File: src/hw/rtl/rc4ks_pkg.sv
// shared types and constants for the rc4 keystream generator
// no dependencies
`default_nettype none

package rc4ks_pkg;

    localparam int TABLE_DEPTH   = 256;
    localparam int IDX_W         = 8;
    localparam int BYTE_W        = 8;
    localparam int COUNT_W       = 7;
    localparam int MAX_BURST_DEF = 64;

    localparam logic MODE_LOAD = 1'b0;
    localparam logic MODE_READ = 1'b1;

    typedef struct packed {
        logic              en;
        logic [IDX_W-1:0]  addr;
        logic [BYTE_W-1:0] data;
    } perm_wr_t;

endpackage

`default_nettype wire

File: src/hw/rtl/rc4ks_perm_ram.sv
// permutation table memory with per-entry valid bits, registered read
// depends on rc4ks_pkg
`default_nettype none

module rc4ks_perm_ram (
    input  wire logic                      aclk,
    input  wire logic                      aresetn,
    input  wire rc4ks_pkg::perm_wr_t       wr,
    input  wire logic [rc4ks_pkg::IDX_W-1:0]  rd_addr,
    output logic      [rc4ks_pkg::BYTE_W-1:0] rd_data
);
    import rc4ks_pkg::*;

    logic [BYTE_W-1:0]      mem [TABLE_DEPTH];
    logic [TABLE_DEPTH-1:0] valid_reg;
    logic [BYTE_W-1:0]      rd_mem_reg;
    logic                   rd_valid_reg;

    always_ff @(posedge aclk) begin
        if (wr.en) begin
            mem[wr.addr] <= wr.data;
        end
        rd_mem_reg <= mem[rd_addr];
    end

    // entries never written read as zero
    always_ff @(posedge aclk) begin
        if (!aresetn) begin
            valid_reg    <= '0;
            rd_valid_reg <= 1'b0;
        end else begin
            if (wr.en) begin
                valid_reg[wr.addr] <= 1'b1;
            end
            rd_valid_reg <= valid_reg[rd_addr];
        end
    end

    assign rd_data = rd_valid_reg ? rd_mem_reg : '0;

endmodule

`default_nettype wire
File: config.mk
export PLATFORM = sky130hd
export DESIGN_NAME = rc4ks_perm_ram
export DESIGN_NICKNAME = d
export VERILOG_FILES = /design/src/hw/rtl/rc4ks_pkg.sv /design/src/hw/rtl/rc4ks_perm_ram.sv
export SDC_FILE = /design/constraint.sdc
export NUM_CORES = 2
export LEC_CHECK = 0
export BUFFER_PORTS_ARGS = -buffer_cell sky130_fd_sc_hd__buf_4
export CELL_PAD_IN_SITES_DETAIL_PLACEMENT = 2
export CELL_PAD_IN_SITES_GLOBAL_PLACEMENT = 2
export CORE_ASPECT_RATIO = 1.75
export CORE_MARGIN = 2
export CORE_UTILIZATION = 50
export CTS_CLUSTER_SIZE = 14
export DETAILED_ROUTE_END_ITERATION = 7
export PLACE_DENSITY = 0.75
export SETUP_SLACK_MARGIN = 0.02
export SLEW_MARGIN = 20
export SYNTH_ARGS = -nofsm -noshare
export SYNTH_HDL_FRONTEND = slang
export SYNTH_SLANG_ARGS = --single-unit
export TNS_END_PERCENT = 100
File: constraint.sdc
create_clock -name aclk -period 3.05 [get_ports aclk]
set_input_delay 0.4575 -clock aclk [delete_from_list [all_inputs] [get_ports aclk]]
set_output_delay 0.4575 -clock aclk [all_outputs]
set_load 0.005 [all_outputs]
==> flow_summary.toml <==
[status]
status = "completed"

[sta]
fin_crit_sh_pct = 99.2
setup_viol = 0
fmax_mhz = 330
rsz0062_at_grt = "false"
worst-slew-pin-transition_ps = 1270
fin_crit_ps = 3030
finClkSkew_ps = 36.8
slew_violations = 0
hold_viol = 0
fin_tns_setup_ps = 0
slew_headroom_pct = 14.3
finalWorstSetupSlack_ps = 23.7

[layout]
fin_nets = 5042
mostFrequentLayoutCells = "2048 x edfxtp_1, 781 x nor2_1, 657 x mux4_2"
design_area_mm2 = 0.103
drive_above_1_share_pct = 31.9
fin_cells = 7567
syn_to_final_growth_pct = 16.2
final_common_cell = "edfxtp_1"
largest_reg_flops = 2048
final_util_pct = 58.4

[synth]
synth_nets = 4423
synth_top_area_share_pct = 69.4
syn_inst = 4396
synthFlopType = "edfxtp_1"
synthTopCellsByArea = "edfxtp_1 69%, mux4_2 17%, dfxtp_1 6.0%"
async_flop_share_pct = 0
seq_area_frac_synth_pct = 75.4
synthDistinctLibCells = 43
synthesis.area_mm2 = 0.0886
synth_edf_count = 2048
ys_warn_count = 0
avgSynthCellArea_um2 = 20.2
ys_ff_latch = 2313
synth.largest_area_cell = "edfxtp_1"

[grt]
overflow = 0
grt_max_degree = 121
grt_pass1_wl_mm = 464
antenna_found_initial = 20
grt_pass1_vias = 54300
grt_usage_pct = 37.6

[worst_setup_path]
r2r-start = "mem[57][2]$_DFFE_PP_"
setup.worst_path.start = "rd_addr[0]"
arrival_ps = 3790
endpoint_kind = "register"
critPathRequiredTime_ps = 3820
r2r_slack_ps = 290
crit_type = "in2reg"
critPathLaunchType = "input pin"
crit_path_max_fanout = 29

[drt]
drt-total-wl_mm = 334
firstDrtPassIters = 6
wire_per_inst_um = 44.1
drt_iter0_drc = 6851
antenna_left = 0
num_vias = 51200
drc = 0
routed_via_density = 6.77

[floorplanning]
die-area_mm2 = 0.181
rows = 204
core_area_mm2 = 0.176
io_pins = 35
die_w_um = 322
chipHeight_um = 561
initial_core_util_pct = 50.3

[cts]
clkLatencyLatePin_ps = 890
cts_tree = "built"
cts.hold.buffers_added = 0
post_cts_buffers = 0
ctsResizeCount = 0
cts_buffers = 209
cts-root-buf = "clkbuf_16"
clk_pin_slew_ps = 70
cts_sinks = 2313
clock_path_buffers = 4
cts_max_level = 4

[placement]
place_inst = 7172
port_buffers = 34
dp_hpwl_mm = 202
place_area_mm2 = 0.0963
pre_cts_slack_ps = -637
gp_congestion = 0.869

[pwr]
vdd_drop_max_uv = 658
powerDensity_mw_per_mm2 = 634
p_leak_uw = 0.0335

[worst_hold_path]
hold_path_class = "in2reg"
hold_start = "wr[1]"

[job]
cap_violations = 0
==> layout make-up <==
| cell class | instances | area (um^2) |
|---|---|---|
| diodes | 15 | 37.5 |
| clock buffers | 333 | 6160 |
| clock inverters | 46 | 432 |
| fillers | 14100 | 73400 |
| inverters | 5 | 31.3 |
| multi-input cells | 1830 | 20600 |
| flip-flops and latches | 2313 | 66800 |
| well taps | 2369 | 2960 |
| repair buffers | 656 | 5990 |
==> layer usage <==
metal / up-vias / wire length [um] / global-route usage (%)
li1: 19000 / - / -
met2: 3617 / 170000 / 63.5
met5: - / 124 / 0
met1: 27400 / 109000 / 43.8
met4: 18 / 27800 / 25.6
met3: 1142 / 26700 / 6.57
==> report_power, final <==
part	switching (uW)	total (uW)	internal, uW
Combinational	2380	3800	1420
Clock	12500	27000	14500
Sequential	55.1	34500	34500
==> critical path, stage by stage <==
cell     delay (ps)
buf_8           440
buf_12          370
buf_4           330
mux4_2          590
mux4_2          530
o22ai_1         420
nand2_1         280
and4b_1         250
==> metrics by stage <==
stage / power, uW / hold WS (ps)
global route: 66400 / 70.0
CTS: 65500 / 61.7
global placement: 38600 / 442
detailed placement: 38900 / 459
finish: 65300 / 60.5
floorplan: 36900 / 432
==> Yosys cell counts, types with 2 or more instances <==
| cell type | instances |
|---|---|
| nand4_1 | 18 |
| mux2_2 | 50 |
| dfxtp_1 | 265 |
| a31oi_1 | 4 |
| o22ai_1 | 79 |
| and2_1 | 9 |
| and4b_1 | 9 |
| buf_8 | 6 |
| nor3_1 | 6 |
| a21oi_1 | 9 |
| a211oi_1 | 3 |
| nor2b_1 | 12 |
| nor2_1 | 781 |
| mux4_2 | 657 |
| edfxtp_1 | 2048 |
| buf_2 | 60 |
| nand3_1 | 34 |
| a221oi_1 | 2 |
| nand2_1 | 49 |
| clkinv_1 | 2 |
| nand2b_1 | 2 |
| o221ai_1 | 12 |
| buf_6 | 15 |
| inv_1 | 3 |
| buf_1 | 22 |
| clkbuf_1 | 124 |
| a22oi_1 | 2 |
| nor4_1 | 17 |
| a22o_1 | 7 |
| buf_4 | 20 |
| mux2i_1 | 49 |
| o21ai_0 | 8 |
| or3_1 | 2 |
==> worst paths after layout <==
kind | to | cells past startpoint
worst min-delay path | mem[58][1]$_DFFE_PP_ | 1
worst max register to register | rd_mem_reg[2]$_DFF_P_ | 6
worst min register to register | valid_reg[90]$_SDFFE_PN0P_ | 2
worst max-delay path | rd_mem_reg[0]$_DFF_P_ | 8
==> logic make-up (layout without fill, tap and decap cells) <==
| logic type | Yosys count | count (layout) | synth area share (%) |
|---|---|---|---|
| buffers and inverters | 253 | 1040 | 1.46 |
| AND/OR/NAND/NOR | 943 | 943 | 4.30 |
| other | 0 | 15 | 0 |
| AO/OA/AOI/OAI | 131 | 131 | 0.981 |
| flip-flops | 2313 | 2313 | 75.4 |
| multiplexers | 756 | 756 | 17.9 |
Note: power is estimated with default switching activity, not from simulation.
